<file path="src/design/pusd_pkg.sv">
`timescale 1ns / 1ps

package pusd_pkg;

  localparam logic [31:0] SyncPrefix  = 32'h4242_4344;
  localparam logic [3:0]  HeaderBytes = 4'd9;
  localparam logic [31:0] EosSize     = 32'd13;
  localparam logic [7:0]  EosCode     = 8'h10;
  localparam int unsigned PictureBit  = 3;
  localparam logic [31:0] DistSat     = 32'hFFFF_FFFF;

  // header byte slots, counted down from HeaderBytes
  localparam logic [3:0]  CodeSlot    = 4'd9;
  localparam logic [3:0]  NextLast    = 4'd5;
  localparam logic [3:0]  LastSlot    = 4'd1;

  localparam int unsigned FifoDepth   = 2;
  localparam int unsigned FifoPtrW    = $clog2(FifoDepth);
  localparam int unsigned FifoCntW    = $clog2(FifoDepth + 1);

  typedef enum logic [1:0] {
    LinkFirst    = 2'd0,
    LinkAccepted = 2'd1,
    LinkIgnored  = 2'd2
  } link_e;

  typedef struct packed {
    logic [7:0]  parse_code;
    logic [31:0] next_offset;
    logic [31:0] prev_offset;
    link_e       link_status;
    logic [31:0] unit_distance;
  } hdr_rec_t;

endpackage

</file>
<file path="src/design/parse_unit_sync_deframer_top.sv">
`timescale 1ns / 1ps

// Parse-unit sync deframer: scans a coded byte stream one byte per clock for
// the prefix 0x42424344, captures the 9 header bytes behind it and delivers
// one result per header (parse code, next/previous offsets, link status,
// picture flag, byte distance from the current anchor prefix). The front end
// takes a byte every cycle and makes the link decision as the last header
// byte arrives; results pass through a two-entry queue to a registered output
// stage, and the input only stalls when the queue is full because results are
// not taken.
module parse_unit_sync_deframer_top (
  input  logic        clk_i,
  input  logic        rst_ni,
  input  logic        in_valid_i,
  output logic        in_ready_o,
  input  logic [7:0]  data_byte_i,
  output logic        out_valid_o,
  input  logic        out_ready_i,
  output logic [7:0]  parse_code_o,
  output logic [31:0] next_offset_o,
  output logic [31:0] prev_offset_o,
  output logic [1:0]  link_status_o,
  output logic        is_picture_o,
  output logic [31:0] unit_distance_o
);

  logic               fifo_full;
  logic               byte_xfer;
  logic               push;
  pusd_pkg::hdr_rec_t push_rec;
  logic               pop;
  logic               fifo_valid;
  pusd_pkg::hdr_rec_t pop_rec;

  assign in_ready_o = !fifo_full;
  assign byte_xfer  = in_valid_i && !fifo_full;

  pusd_front u_front (
    .clk_i        (clk_i),
    .rst_ni       (rst_ni),
    .byte_valid_i (byte_xfer),
    .data_byte_i  (data_byte_i),
    .rec_push_o   (push),
    .rec_o        (push_rec)
  );

  pusd_fifo u_fifo (
    .clk_i      (clk_i),
    .rst_ni     (rst_ni),
    .push_i     (push),
    .push_rec_i (push_rec),
    .full_o     (fifo_full),
    .pop_i      (pop),
    .valid_o    (fifo_valid),
    .pop_rec_o  (pop_rec)
  );

  pusd_back u_back (
    .clk_i           (clk_i),
    .rst_ni          (rst_ni),
    .rec_valid_i     (fifo_valid),
    .rec_i           (pop_rec),
    .rec_pop_o       (pop),
    .out_valid_o     (out_valid_o),
    .out_ready_i     (out_ready_i),
    .parse_code_o    (parse_code_o),
    .next_offset_o   (next_offset_o),
    .prev_offset_o   (prev_offset_o),
    .link_status_o   (link_status_o),
    .is_picture_o    (is_picture_o),
    .unit_distance_o (unit_distance_o)
  );

endmodule

</file>
<file path="src/design/pusd_front.sv">
`timescale 1ns / 1ps

module pusd_front (
  input  logic                clk_i,
  input  logic                rst_ni,
  input  logic                byte_valid_i,
  input  logic [7:0]          data_byte_i,
  output logic                rec_push_o,
  output pusd_pkg::hdr_rec_t  rec_o
);

  logic [31:0] win_q, win_d;
  logic [3:0]  hdr_cnt_q, hdr_cnt_d;
  logic [7:0]  code_q, code_d;
  logic [31:0] next_q, next_d;
  logic [31:0] prev_q, prev_d;
  logic        anchor_vld_q, anchor_vld_d;
  logic [31:0] anchor_next_q, anchor_next_d;
  logic [31:0] dist_q, dist_d;

  logic [31:0] win_shift;
  logic [31:0] dist_inc;
  logic [31:0] prev_full;
  logic [31:0] next_sub;
  logic [31:0] dist_rel;
  logic        linked;

  assign win_shift = {win_q[23:0], data_byte_i};
  assign dist_inc  = (dist_q == pusd_pkg::DistSat) ? dist_q : dist_q + 32'd1;
  assign prev_full = {prev_q[23:0], data_byte_i};
  // end of sequence with no next offset carries the fixed unit size
  assign next_sub  = (code_q == pusd_pkg::EosCode && next_q == '0) ?
                     pusd_pkg::EosSize : next_q;
  // dist_inc still includes the header bytes just taken
  assign dist_rel  = (dist_inc == pusd_pkg::DistSat) ? pusd_pkg::DistSat :
                     dist_inc - {28'd0, pusd_pkg::HeaderBytes};
  assign linked    = (prev_full == anchor_next_q) && (prev_full == dist_rel);

  always_comb begin
    win_d         = win_q;
    hdr_cnt_d     = hdr_cnt_q;
    code_d        = code_q;
    next_d        = next_q;
    prev_d        = prev_q;
    anchor_vld_d  = anchor_vld_q;
    anchor_next_d = anchor_next_q;
    dist_d        = dist_q;
    rec_push_o    = 1'b0;
    rec_o.parse_code    = code_q;
    rec_o.next_offset   = next_sub;
    rec_o.prev_offset   = prev_full;
    rec_o.link_status   = pusd_pkg::LinkFirst;
    rec_o.unit_distance = '0;

    if (byte_valid_i) begin
      dist_d = dist_inc;
      if (hdr_cnt_q == '0) begin
        if (win_shift == pusd_pkg::SyncPrefix) begin
          hdr_cnt_d = pusd_pkg::HeaderBytes;
          win_d     = '0;
        end else begin
          win_d = win_shift;
        end
      end else begin
        hdr_cnt_d = hdr_cnt_q - 4'd1;
        if (hdr_cnt_q == pusd_pkg::CodeSlot) begin
          code_d = data_byte_i;
        end else if (hdr_cnt_q >= pusd_pkg::NextLast) begin
          next_d = {next_q[23:0], data_byte_i};
        end else begin
          prev_d = prev_full;
        end

        if (hdr_cnt_q == pusd_pkg::LastSlot) begin
          rec_push_o = 1'b1;
          if (!anchor_vld_q) begin
            anchor_vld_d  = 1'b1;
            anchor_next_d = next_sub;
            dist_d        = {28'd0, pusd_pkg::HeaderBytes};
          end else begin
            rec_o.unit_distance = dist_rel;
            if (linked) begin
              rec_o.link_status = pusd_pkg::LinkAccepted;
              anchor_next_d     = next_sub;
              dist_d            = {28'd0, pusd_pkg::HeaderBytes};
            end else begin
              rec_o.link_status = pusd_pkg::LinkIgnored;
            end
          end
        end
      end
    end
  end

  always_ff @(posedge clk_i or negedge rst_ni) begin
    if (!rst_ni) begin
      win_q         <= '0;
      hdr_cnt_q     <= '0;
      code_q        <= '0;
      next_q        <= '0;
      prev_q        <= '0;
      anchor_vld_q  <= 1'b0;
      anchor_next_q <= '0;
      dist_q        <= '0;
    end else begin
      win_q         <= win_d;
      hdr_cnt_q     <= hdr_cnt_d;
      code_q        <= code_d;
      next_q        <= next_d;
      prev_q        <= prev_d;
      anchor_vld_q  <= anchor_vld_d;
      anchor_next_q <= anchor_next_d;
      dist_q        <= dist_d;
    end
  end

endmodule

</file>
<file path="src/design/pusd_fifo.sv">
`timescale 1ns / 1ps

module pusd_fifo (
  input  logic                clk_i,
  input  logic                rst_ni,
  input  logic                push_i,
  input  pusd_pkg::hdr_rec_t  push_rec_i,
  output logic                full_o,
  input  logic                pop_i,
  output logic                valid_o,
  output pusd_pkg::hdr_rec_t  pop_rec_o
);

  pusd_pkg::hdr_rec_t mem_q [pusd_pkg::FifoDepth];

  logic [pusd_pkg::FifoPtrW-1:0] wr_ptr_q, wr_ptr_d;
  logic [pusd_pkg::FifoPtrW-1:0] rd_ptr_q, rd_ptr_d;
  logic [pusd_pkg::FifoCntW-1:0] cnt_q, cnt_d;
  logic do_push, do_pop;

  assign full_o    = (cnt_q == pusd_pkg::FifoCntW'(pusd_pkg::FifoDepth));
  assign valid_o   = (cnt_q != '0);
  assign pop_rec_o = mem_q[rd_ptr_q];
  assign do_push   = push_i && !full_o;
  assign do_pop    = pop_i && valid_o;

  always_comb begin
    wr_ptr_d = wr_ptr_q;
    rd_ptr_d = rd_ptr_q;
    cnt_d    = cnt_q;
    if (do_push) begin
      wr_ptr_d = (wr_ptr_q == pusd_pkg::FifoPtrW'(pusd_pkg::FifoDepth - 1)) ?
                 '0 : wr_ptr_q + 1'b1;
    end
    if (do_pop) begin
      rd_ptr_d = (rd_ptr_q == pusd_pkg::FifoPtrW'(pusd_pkg::FifoDepth - 1)) ?
                 '0 : rd_ptr_q + 1'b1;
    end
    if (do_push && !do_pop) begin
      cnt_d = cnt_q + 1'b1;
    end else if (!do_push && do_pop) begin
      cnt_d = cnt_q - 1'b1;
    end
  end

  always_ff @(posedge clk_i or negedge rst_ni) begin
    if (!rst_ni) begin
      wr_ptr_q <= '0;
      rd_ptr_q <= '0;
      cnt_q    <= '0;
    end else begin
      wr_ptr_q <= wr_ptr_d;
      rd_ptr_q <= rd_ptr_d;
      cnt_q    <= cnt_d;
    end
  end

  always_ff @(posedge clk_i) begin
    if (do_push) begin
      mem_q[wr_ptr_q] <= push_rec_i;
    end
  end

endmodule

</file>
<file path="src/design/pusd_back.sv">
`timescale 1ns / 1ps

module pusd_back (
  input  logic                clk_i,
  input  logic                rst_ni,
  input  logic                rec_valid_i,
  input  pusd_pkg::hdr_rec_t  rec_i,
  output logic                rec_pop_o,
  output logic                out_valid_o,
  input  logic                out_ready_i,
  output logic [7:0]          parse_code_o,
  output logic [31:0]         next_offset_o,
  output logic [31:0]         prev_offset_o,
  output logic [1:0]          link_status_o,
  output logic                is_picture_o,
  output logic [31:0]         unit_distance_o
);

  logic               out_vld_q, out_vld_d;
  pusd_pkg::hdr_rec_t rec_q;
  logic               pic_q;

  assign rec_pop_o = rec_valid_i && (!out_vld_q || out_ready_i);

  always_comb begin
    out_vld_d = out_vld_q;
    if (rec_pop_o) begin
      out_vld_d = 1'b1;
    end else if (out_ready_i) begin
      out_vld_d = 1'b0;
    end
  end

  always_ff @(posedge clk_i or negedge rst_ni) begin
    if (!rst_ni) begin
      out_vld_q <= 1'b0;
    end else begin
      out_vld_q <= out_vld_d;
    end
  end

  always_ff @(posedge clk_i) begin
    if (rec_pop_o) begin
      rec_q <= rec_i;
      pic_q <= rec_i.parse_code[pusd_pkg::PictureBit];
    end
  end

  assign out_valid_o     = out_vld_q;
  assign parse_code_o    = rec_q.parse_code;
  assign next_offset_o   = rec_q.next_offset;
  assign prev_offset_o   = rec_q.prev_offset;
  assign link_status_o   = rec_q.link_status;
  assign is_picture_o    = pic_q;
  assign unit_distance_o = rec_q.unit_distance;

endmodule
</file>
<file path="config.mk">
export PLATFORM = sky130hd
export DESIGN_NAME = parse_unit_sync_deframer_top
export DESIGN_NICKNAME = d
export VERILOG_FILES = /design/src/design/pusd_pkg.sv /design/src/design/parse_unit_sync_deframer_top.sv /design/src/design/pusd_front.sv /design/src/design/pusd_fifo.sv /design/src/design/pusd_back.sv
export SDC_FILE = /design/constraint.sdc
export NUM_CORES = 1
export LEC_CHECK = 0
export BUFFER_PORTS_ARGS = -buffer_cell sky130_fd_sc_hd__buf_2
export CAP_MARGIN = 15
export CORE_MARGIN = 8
export CORE_UTILIZATION = 25
export DETAILED_ROUTE_END_ITERATION = 6
export PLACE_DENSITY = 0.44
export SLEW_MARGIN = 20
export SYNTH_ARGS = -nofsm -noshare
export SYNTH_HDL_FRONTEND = slang
export SYNTH_SLANG_ARGS = --single-unit
</file>
<file path="constraint.sdc">
create_clock -name clk_i -period 7.9 [get_ports clk_i]
set_input_delay 1.185 -clock clk_i [delete_from_list [all_inputs] [get_ports clk_i]]
set_output_delay 1.185 -clock clk_i [all_outputs]
set_load 0.005 [all_outputs]
</file>
==> results of run 1 <==
[kinds of logic (layout without fill, tap and decap cells)]
kind of cell,Yosys count,count (layout),synth area share (%)
muxes,226,226,12.1
and+or+nand+nor,357,357,9.61
AOI/OAI and AO/OA,166,166,5.47
xor gates and xnor gates,113,113,5.00
adders and majority gates,4,4,0.239
buffers and inverters,125,261,2.48
DFF,480,480,65.0
[per-layer routing]
metal  wire [um]  part of all wire [%]  up-vias
met1       25500                    44     6449
met5           0                     0        -
met4        1480                   2.6        0
met2       28500                    49      313
li1            -                     -     5721
met3        2200                   3.8       99
[registers in the layout (all words and copies together), names as in the netlist, 2 cells and up]
signal and count:
u_fifo.mem_q 212, u_back.next_offset_o 32, u_back.prev_offset_o 32, u_back.unit_distance_o 32, u_front.anchor_next_q 32, u_front.dist_q 32
u_front.next_q 32, u_front.prev_q 24, u_front.win_q 24, u_back.parse_code_o 8, u_front.code_q 8, u_front.hdr_cnt_q 4
u_back.link_status_o 2, u_fifo.cnt_q 2
[per-stage QoR]
step | util [%] | setup WS [ps] | area, um2 | cells
2_1_floorplan | - | 992 | 20900 | 1471
3_3_place_gp | 27.2 | 1100 | 22700 | 2592
3_5_place_dp | 27.2 | 958 | 22700 | 2592
4_1_cts | 29.2 | 890 | 24300 | 2687
5_1_grt | 29.2 | 236 | 24300 | 2687
6_report | 29.2 | 824 | 24300 | 2687
[synthesized netlist by cell type (4+ instances only)]
cell,n,area share [%]
nand2b_1,4,0.12
dfrtp_1,162,19
ha_1,4,0.24
nor3b_1,4,0.14
mux2i_1,4,0.19
o22ai_1,6,0.18
nor4_1,26,0.78
buf_2,15,0.36
nand3_1,34,0.81
nand2_1,70,1.3
o31ai_1,8,0.29
a211oi_1,7,0.25
a21oi_1,29,0.69
a31oi_1,12,0.36
nor2_1,74,1.3
nand4_1,35,1.0
and3_1,21,0.63
mux2_2,193,10
or2_2,5,0.15
a22o_1,8,0.34
a2111oi_0,5,0.21
nor2b_1,5,0.15
mux2_1,29,1.6
or4_1,4,0.14
o22a_1,5,0.21
o21ai_1,9,0.22
and2_1,13,0.39
xnor2_1,59,2.5
and4_1,9,0.38
xor2_1,50,2.1
nor4b_1,7,0.29
nor3_1,16,0.38
o211ai_1,8,0.29
edfxtp_1,318,46
o21ai_0,34,0.81
inv_1,18,0.32
clkbuf_1,86,1.5
or3_1,8,0.24
[how the worst max path moves through the flow]
stage                                             to  cells past startpoint
2_1_floorplan           u_fifo.mem_q[0][0]$_DFFE_PP_                      4
6_report       u_front.anchor_next_q[29]$_DFFE_PN0P_                     21
3_5_place_dp    u_front.anchor_next_q[1]$_DFFE_PN0P_                     21
4_1_cts        u_front.anchor_next_q[29]$_DFFE_PN0P_                     21
5_1_grt        u_front.anchor_next_q[27]$_DFFE_PN0P_                     21
3_3_place_gp    u_front.anchor_next_q[2]$_DFFE_PN0P_                     21
[placed cells by master, fill, tap and decap left out, types with 12 or more instances in the layout]
master	Yosys	layout
a21oi_1	29	29
and3_1	21	21
nor3_1	16	15
nor2_1	74	73
nand3_1	34	33
mux2_1	29	29
nor4_1	26	26
xnor2_1	59	59
buf_2	15	119
clkbuf_1	86	16
o21ai_0	34	34
nand4_1	35	35
edfxtp_1	318	318
mux2_2	193	193
inv_1	18	17
buf_4	2	26
nand2_1	70	70
a31oi_1	12	12
clkbuf_16	0	52
dfrtp_1	162	161
and2_1	13	12
xor2_1	50	50
[worst max-delay path: cells and delay by family, from the launching register on]
family	cells	cell delay (ps)
buffers and inverters	1	180
DFF	1	560
AOI/OAI and AO/OA	5	1620
adders and majority gates	2	480
and+or+nand+nor	11	3290
muxes	2	780
[power groups by stage]
stage,clock (mW),sequential [mW],combinational [mW]
6_report,2.33,2.75,0.924
3_5_place_dp,0,2.80,0.926
5_1_grt,2.50,2.76,1.00
4_1_cts,2.42,2.75,0.930
2_1_floorplan,0,2.76,0.680
3_3_place_gp,0,2.80,0.930
[cell type report]
cell class	instances	area [um2]
Fill cell	8395	59000
Clock inverter	20	168
Inverter	18	70.1
Tap cell	1080	1350
Multi-Input combinational cell	866	6810
Clock buffer	75	1460
Timing Repair Buffer	148	842
Sequential cell	480	13600
==> summary.md, run 1 <==
| Metric | Value |
|---|---|
| Ant. Diodes | 0 |
| Switch share | 26.8% |
| Register area share after synthesis | 65.0% |
| CORE AREA | 83,300 um2 |
| Post-synth ARST share | 33.8% |
| Layout cells sized above 1 | 27.8% |
| Netlist cell types | 81 |
| Hold slack final | 502 ps |
| Row count | 106 |
| Die W | 305 um |
| Reg-to-Reg End | u_front.anchor_next_q[29]$_DFFE_PN0P_ |
| Number of remaining DRC errors | 0 |
| # hold bufs at CTS | 0 |
| EDFF count, synth | 318 |
| Clock share of power | 38.8% |
| Max cap viols | 0 |
| Placer Congestion | 0.871 |
| Nets | 1,581 |
| Crit-path max cell delay | 710 ps |
| Final worst-path cycle share | 89.6% |
| Reg2Reg Depth | 21 |
| Fmax | 141 MHz |
| Setup TNS | 0 ps |
| Leak pwr | 9.13 nW |
| Reg power frac | 45.8% |
| Crit Reg-Reg Startpoint | u_front.dist_q[0]$_DFFE_PN0P_ |
| Total power | 6.00 mW |
| Root Buffer | clkbuf_16 |
| Worst Setup Path Type | flip-flop to flip-flop |
| Internal | 4.39 mW |
| Overall Global Routing Usage | 12.1% |
| Clock Latency Late Sink | 600 ps |
| NetSw | 1.61 mW |
| Power Dens Cells | 247 nW/um2 |
| CP Data Arrival Time | 7530 ps |
| I/O pin count | 121 |
| Combinational share of power | 15.4% |
| Status | finished clean |
| Max H-tree Level | 2 |
| Setup bufs post-CTS | 0 |
| Min Tclk post-route | 7080 ps |
| Ys Warns | 0 |
| Unrepaired setup endpoints after global routing | false |
| Crit path required time | 8350 ps |
| Met1 Track Usage GR | 15.8% |
| CP max-delay cell | nor4_2 |
| Max rail drop VDD | 0.166 mV |
| Mapped Nets | 1,487 |
| Die area | 93,200 um2 |
| Final setup fails | 0 |
| WL/cell | 21.5 um |
| Maximum clock path buffer count | 3 |
| CTS buffer count | 51 |
| Synth Cell Area | 20,900 um2 |
| Synth-to-Final Area Change | 16.2% |
| Hold Crit Class | flip-flop to flip-flop |
| Mapped Avg Cell Area | 14.2 um2 |
| DP Wirelength | 40,200 um |
| Worst slew margin | 30.4% |
| Least-Margin Pin Slew | 1040 ps |
| Fin. max-slew vios | 0 |
| CTS tree | done |
| Ys flop type | edfxtp_1 |
| Crit-path cells | ha_1, buf_4, nand2_1, nor4_2, and3_1, nor2_1, a21oi_1, ha_1, nand2b_1, a21oi_1, nor3_1, a2111oi_0, and3_1, nand2_1, nor3b_1, mux2_2, a2111o_1, nor4_4, a31oi_4, nor2_8, mux2_1 |
| Largest net degree at the start of global routing | 106 |
| Vias | 12,600 |
| CP Launch Point | u_front.dist_q[0]$_DFFE_PN0P_ |
| WHS Path Cells | 0 |
| Vias in the first global route | 13,100 |
| Hold path endpoint | u_fifo.mem_q[1][101]$_DFFE_PP_ |
| Initial DRC count | 753 |
| Via density per instance | 4.68 |
| Clock input transition at the sequential cells of the worst setup and hold paths | 60 ps |
| Post-cts sizing count | 0 |
| Busiest layer in global routing | met2 |
| Yosys reg bits | 480 |
| Max FO, Critical Path | 34 |
| GR Layer Usage met2 | 21.0% |
| Clock skew | 26.3 ps |
| Starting Density | 25.1% |
| Met3 Use GR | 1.71% |
| Hold_sp | u_front.code_q[3]$_DFFE_PN0P_ |
| Final wirelength | 57,800 um |
| Global-route wire length before repair | 87,200 um |
| # clock sinks | 480 |
| Antenna-violating nets left | 0 |
| CP endpoint kind | flip-flop |
| Drt first pass iters | 5 |
| Die Y | 305 um |
| Initial antenna violation count | 0 |
| Final Hold Fails | 0 |
| Port buffer count | 120 |
| Worst R2R Setup Slack | 820 ps |
| Worst setup SP type | flip-flop |
| GRT overflow | 0 |
| Post-synthesis cell count | 1,471 |
Note: power is estimated with default switching activity, not from simulation.
==> run 2, diff against run 1 <==
--- a/config.mk
+++ b/config.mk
@@ -14,4 +14,5 @@
 export SLEW_MARGIN = 20
 export SYNTH_ARGS = -nofsm -noshare
 export SYNTH_HDL_FRONTEND = slang
+export SYNTH_HIERARCHICAL = 1
 export SYNTH_SLANG_ARGS = --single-unit
==> run 2 against run 1 <==
Effect of this change:
- the flow now finishes with violations (DRC)
- synthesized area increased by 1.0%
- die area increased by 0.96%
- worst hold slack got worse by 20 ps
- sequential cell count unchanged
- clock power increased by 7%
- global-route usage decreased by 0.19 points
==> summary.md, run 2 <==
| Metric | Value |
|---|---|
| Status | complete, but fails checks (was finished clean) |
| Failing checks | DRC |
| Worst Setup Path Type | flip-flop to flip-flop (unchanged) |
| Maximum clock path buffer count | 3 (unchanged) |
| Power Dens Cells | 245 nW/um2 (was 247 nW/um2) |
| CP endpoint kind | flip-flop (unchanged) |
| Most flop-heavy register | u_fifo/mem_q (was u_fifo.mem_q) |
| Clock Latency Late Sink | 610 ps (was 600 ps) |
| Initial DRC count | 760 (was 753) |
| Ys flop type | edfxtp_1 (unchanged) |
| Post-route insts no fill | 2,781 (was 2,687) |
| Nets | 1,618 (was 1,581) |
| Mapped Avg Cell Area | 13.9 um2 (was 14.2 um2) |
| Post-synth ARST share | 33.8% (unchanged) |
| Row count | 106 (unchanged) |
| Global-route wire length before repair | 85,300 um (was 87,200 um) |
| Post-synthesis cell count | 1,524 (was 1,471) |
| Clock skew | 36.9 ps (was 26.3 ps) |
| Mapped Nets | 1,540 (was 1,487) |
| WL/cell | 20.8 um (was 21.5 um) |
| Netlist cell types | 76 (was 81) |
| CORE AREA | 83,700 um2 (was 83,300 um2) |
| Fin. max-slew vios | 0 (unchanged) |
| Final wirelength | 57,900 um (was 57,800 um) |
| Clock input transition at the sequential cells of the worst setup and hold paths | 70 ps (was 60 ps) |
| Max cap viols | 0 (unchanged) |
| Max FO, Critical Path | 32 (was 34) |
| EDFF count, synth | 318 (unchanged) |
| Port buffer count | 120 (unchanged) |
| Final worst-path cycle share | 88.1% (was 89.6%) |
| Setup TNS | 0 ps (unchanged) |
| Placer Congestion | 0.830 (was 0.871) |
| Least-Margin Pin Slew | 1010 ps (was 1040 ps) |
| CTS buffer count | 52 (was 51) |
| Layout cells sized above 1 | 27.1% (was 27.8%) |
| Vias in the first global route | 12,500 (was 13,100) |
| Overall Global Routing Usage | 11.9% (was 12.1%) |
| Max rail drop VDD | 0.147 mV (was 0.166 mV) |
| Fmax | 144 MHz (was 141 MHz) |
| Ys Warns | 6 (was 0) |
| DP Wirelength | 39,900 um (was 40,200 um) |
| Final Hold Fails | 0 (unchanged) |
| Min Tclk post-route | 6960 ps (was 7080 ps) |
| Largest net degree at the start of global routing | 100 (was 106) |
| Crit-path max cell delay | 710 ps (about the same) |
| Worst slew margin | 32.2% (was 30.4%) |
| Register area share after synthesis | 64.4% (was 65.0%) |
| Via density per instance | 4.49 (was 4.68) |
| Die W | 307 um (was 305 um) |
| Vias | 12,500 (was 12,600) |
| Initial antenna violation count | 1 (was 0) |
| # hold bufs at CTS | 0 (unchanged) |
| Yosys reg bits | 480 (unchanged) |
| Synth area leaders | edfxtp_1, dfrtp_1, mux2_2 (unchanged) |
| Antenna-violating nets left | 0 (unchanged) |
| Crit path required time | 8380 ps (was 8350 ps) |
| CP max-delay cell | or4_1 (was nor4_2) |
| Post-synth top cells | edfxtp_1, dfrtp_1, mux2_2 (was edfxtp_1, mux2_2, dfrtp_1) |
| Drt first pass iters | 7 (was 5) |
| Final setup fails | 0 (unchanged) |
| CP Data Arrival Time | 7450 ps (was 7530 ps) |
| Leak pwr | 9.43 nW (was 9.13 nW) |
| Total power | 6.04 mW (was 6.00 mW) |
| Die area | 94,100 um2 (was 93,200 um2) |
| Root Buffer | clkbuf_16 (unchanged) |
| Fin util | 29.4% (was 29.2%) |
| Starting Density | 25.2% (was 25.1%) |
| Die Y | 307 um (was 305 um) |
| Synth Cell Area | 21,100 um2 (was 20,900 um2) |
| Setup bufs post-CTS | 0 (unchanged) |
| Commonest non-fill, non-tap cells in the layout | edfxtp_1, dfrtp_1, mux2_2, nand2_1, buf_2 (was edfxtp_1, mux2_2, dfrtp_1, buf_2, nor2_1) |
| Number of remaining DRC errors | 2 (was 0) |
| Unrepaired setup endpoints after global routing | false (unchanged) |
| I/O pin count | 121 (unchanged) |
| Max H-tree Level | 2 (unchanged) |
| Largest area contributor in the netlist | edfxtp_1 (unchanged) |
| Hold Crit Class | flip-flop to flip-flop (unchanged) |
| CTS tree | done (unchanged) |
| Count leader, synth | edfxtp_1 (unchanged) |
| Max reg flops | 212 (unchanged) |
| Synth top area share | 45.2% (was 45.7%) |
| Synth-to-Final Area Change | 16.5% (was 16.2%) |
| # clock sinks | 480 (unchanged) |
| Buffers & Inverters on Critical Path | 2 (was 1) |
| Placed insts | 2,681 (was 2,592) |
| Crit-path cells | ha_1, nand3_1, buf_4, or4_1, nor3_4, mux2i_1, ha_1, nand2_1, nand2_1, a32oi_1, nor3_1, nand3_2, nor2_4, xnor2_1, a2111o_1, or4_1, nor4_2, o21a_2, buf_4, mux2_2 (was ha_1, buf_4, nand2_1, nor4_2, and3_1, nor2_1, a21oi_1, ha_1, nand2b_1, a21oi_1, nor3_1, a2111oi_0, and3_1, nand2_1, nor3b_1, mux2_2, a2111o_1, nor4_4, a31oi_4, nor2_8, mux2_1) |
| Most common cell after layout, fill and taps aside | edfxtp_1 (unchanged) |
| Worst setup SP type | flip-flop (unchanged) |
| Crit path max-delay family | simple AND/OR/NAND/NOR gates (unchanged) |
| Post-cts sizing count | 0 (unchanged) |
| GRT overflow | 0 (unchanged) |
[run 2: area by class of cell]
cell class                      instances  area, um2
Antenna cell                            1       2.50
Sequential cell                       480      13600
Fill cell                            8450      59100
Clock inverter                         35        394
Clock buffer                           63       1370
Timing Repair Buffer                  147        842
Inverter                               12       45.0
Tap cell                             1134       1420
Multi-Input combinational cell        909       6930
[run 2: metal layers]
metal	global-route usage, %	up-vias	wire length [um]
li1	-	5748	-
met1	16.6	6408	27300
met2	19.0	254	26800
met3	2.21	78	2600
met4	3.24	0	1220
met5	0	-	0
[run 2: cells by family (layout without fill, tap and decap cells)]
| kind of cell | Yosys count | in the layout | synth area share, % |
|---|---|---|---|
| XOR/XNOR | 125 | 125 | 5.64 |
| AO/OA/AOI/OAI | 127 | 127 | 4.08 |
| other | 0 | 1 | 0 |
| adder cells (fa/ha/maj) | 4 | 4 | 0.237 |
| buffers and inverters | 135 | 257 | 3.07 |
| AND/OR/NAND/NOR | 445 | 445 | 11.0 |
| flip-flops | 480 | 480 | 64.4 |
| multiplexers | 208 | 208 | 11.6 |
[run 2: final timing paths]
check                                              start                              endpoint  slack, ps  cells past startpoint
setup / recovery           u_front/dist_q[0]$_DFFE_PN0P_  u_front/anchor_next_q[0]$_DFFE_PN0P_        940                     20
hold / removal             u_front/win_q[22]$_DFFE_PN0P_         u_front/win_q[22]$_DFFE_PN0P_        480                      2
min in group asynchronous                         rst_ni        u_back/out_valid_o$_DFFE_PN0P_        620                      1
max in group asynchronous                         rst_ni        u_front/next_q[21]$_DFFE_PN0P_       5730                      2
hold reg to reg            u_front/win_q[22]$_DFFE_PN0P_         u_front/win_q[22]$_DFFE_PN0P_        480                      2
setup reg to reg           u_front/dist_q[0]$_DFFE_PN0P_  u_front/anchor_next_q[0]$_DFFE_PN0P_        940                     20
[run 2: where the power goes]
group	switching, mW	internal, mW	total (mW)
combinational	0.461	0.261	0.721
sequential	0.111	2.71	2.82
clock	1.05	1.45	2.50
[run 2: metrics by stage]
| step | instance area [um2] | worst slack (ps) | hold slack (ps) |
|---|---|---|---|
| global route | 24600 | 562 | 501 |
| detailed placement | 22800 | 1010 | 468 |
| global placement | 22800 | 1180 | 462 |
| CTS | 24600 | 970 | 482 |
| finish | 24600 | 938 | 482 |
| floorplan | 21100 | 809 | 440 |
[run 2: tightest hold or removal path, delay by kind of cell (launching register included)]
family	cells	cell delay [ps]
simple gates	1	50
compound gates	1	60
flops	1	340
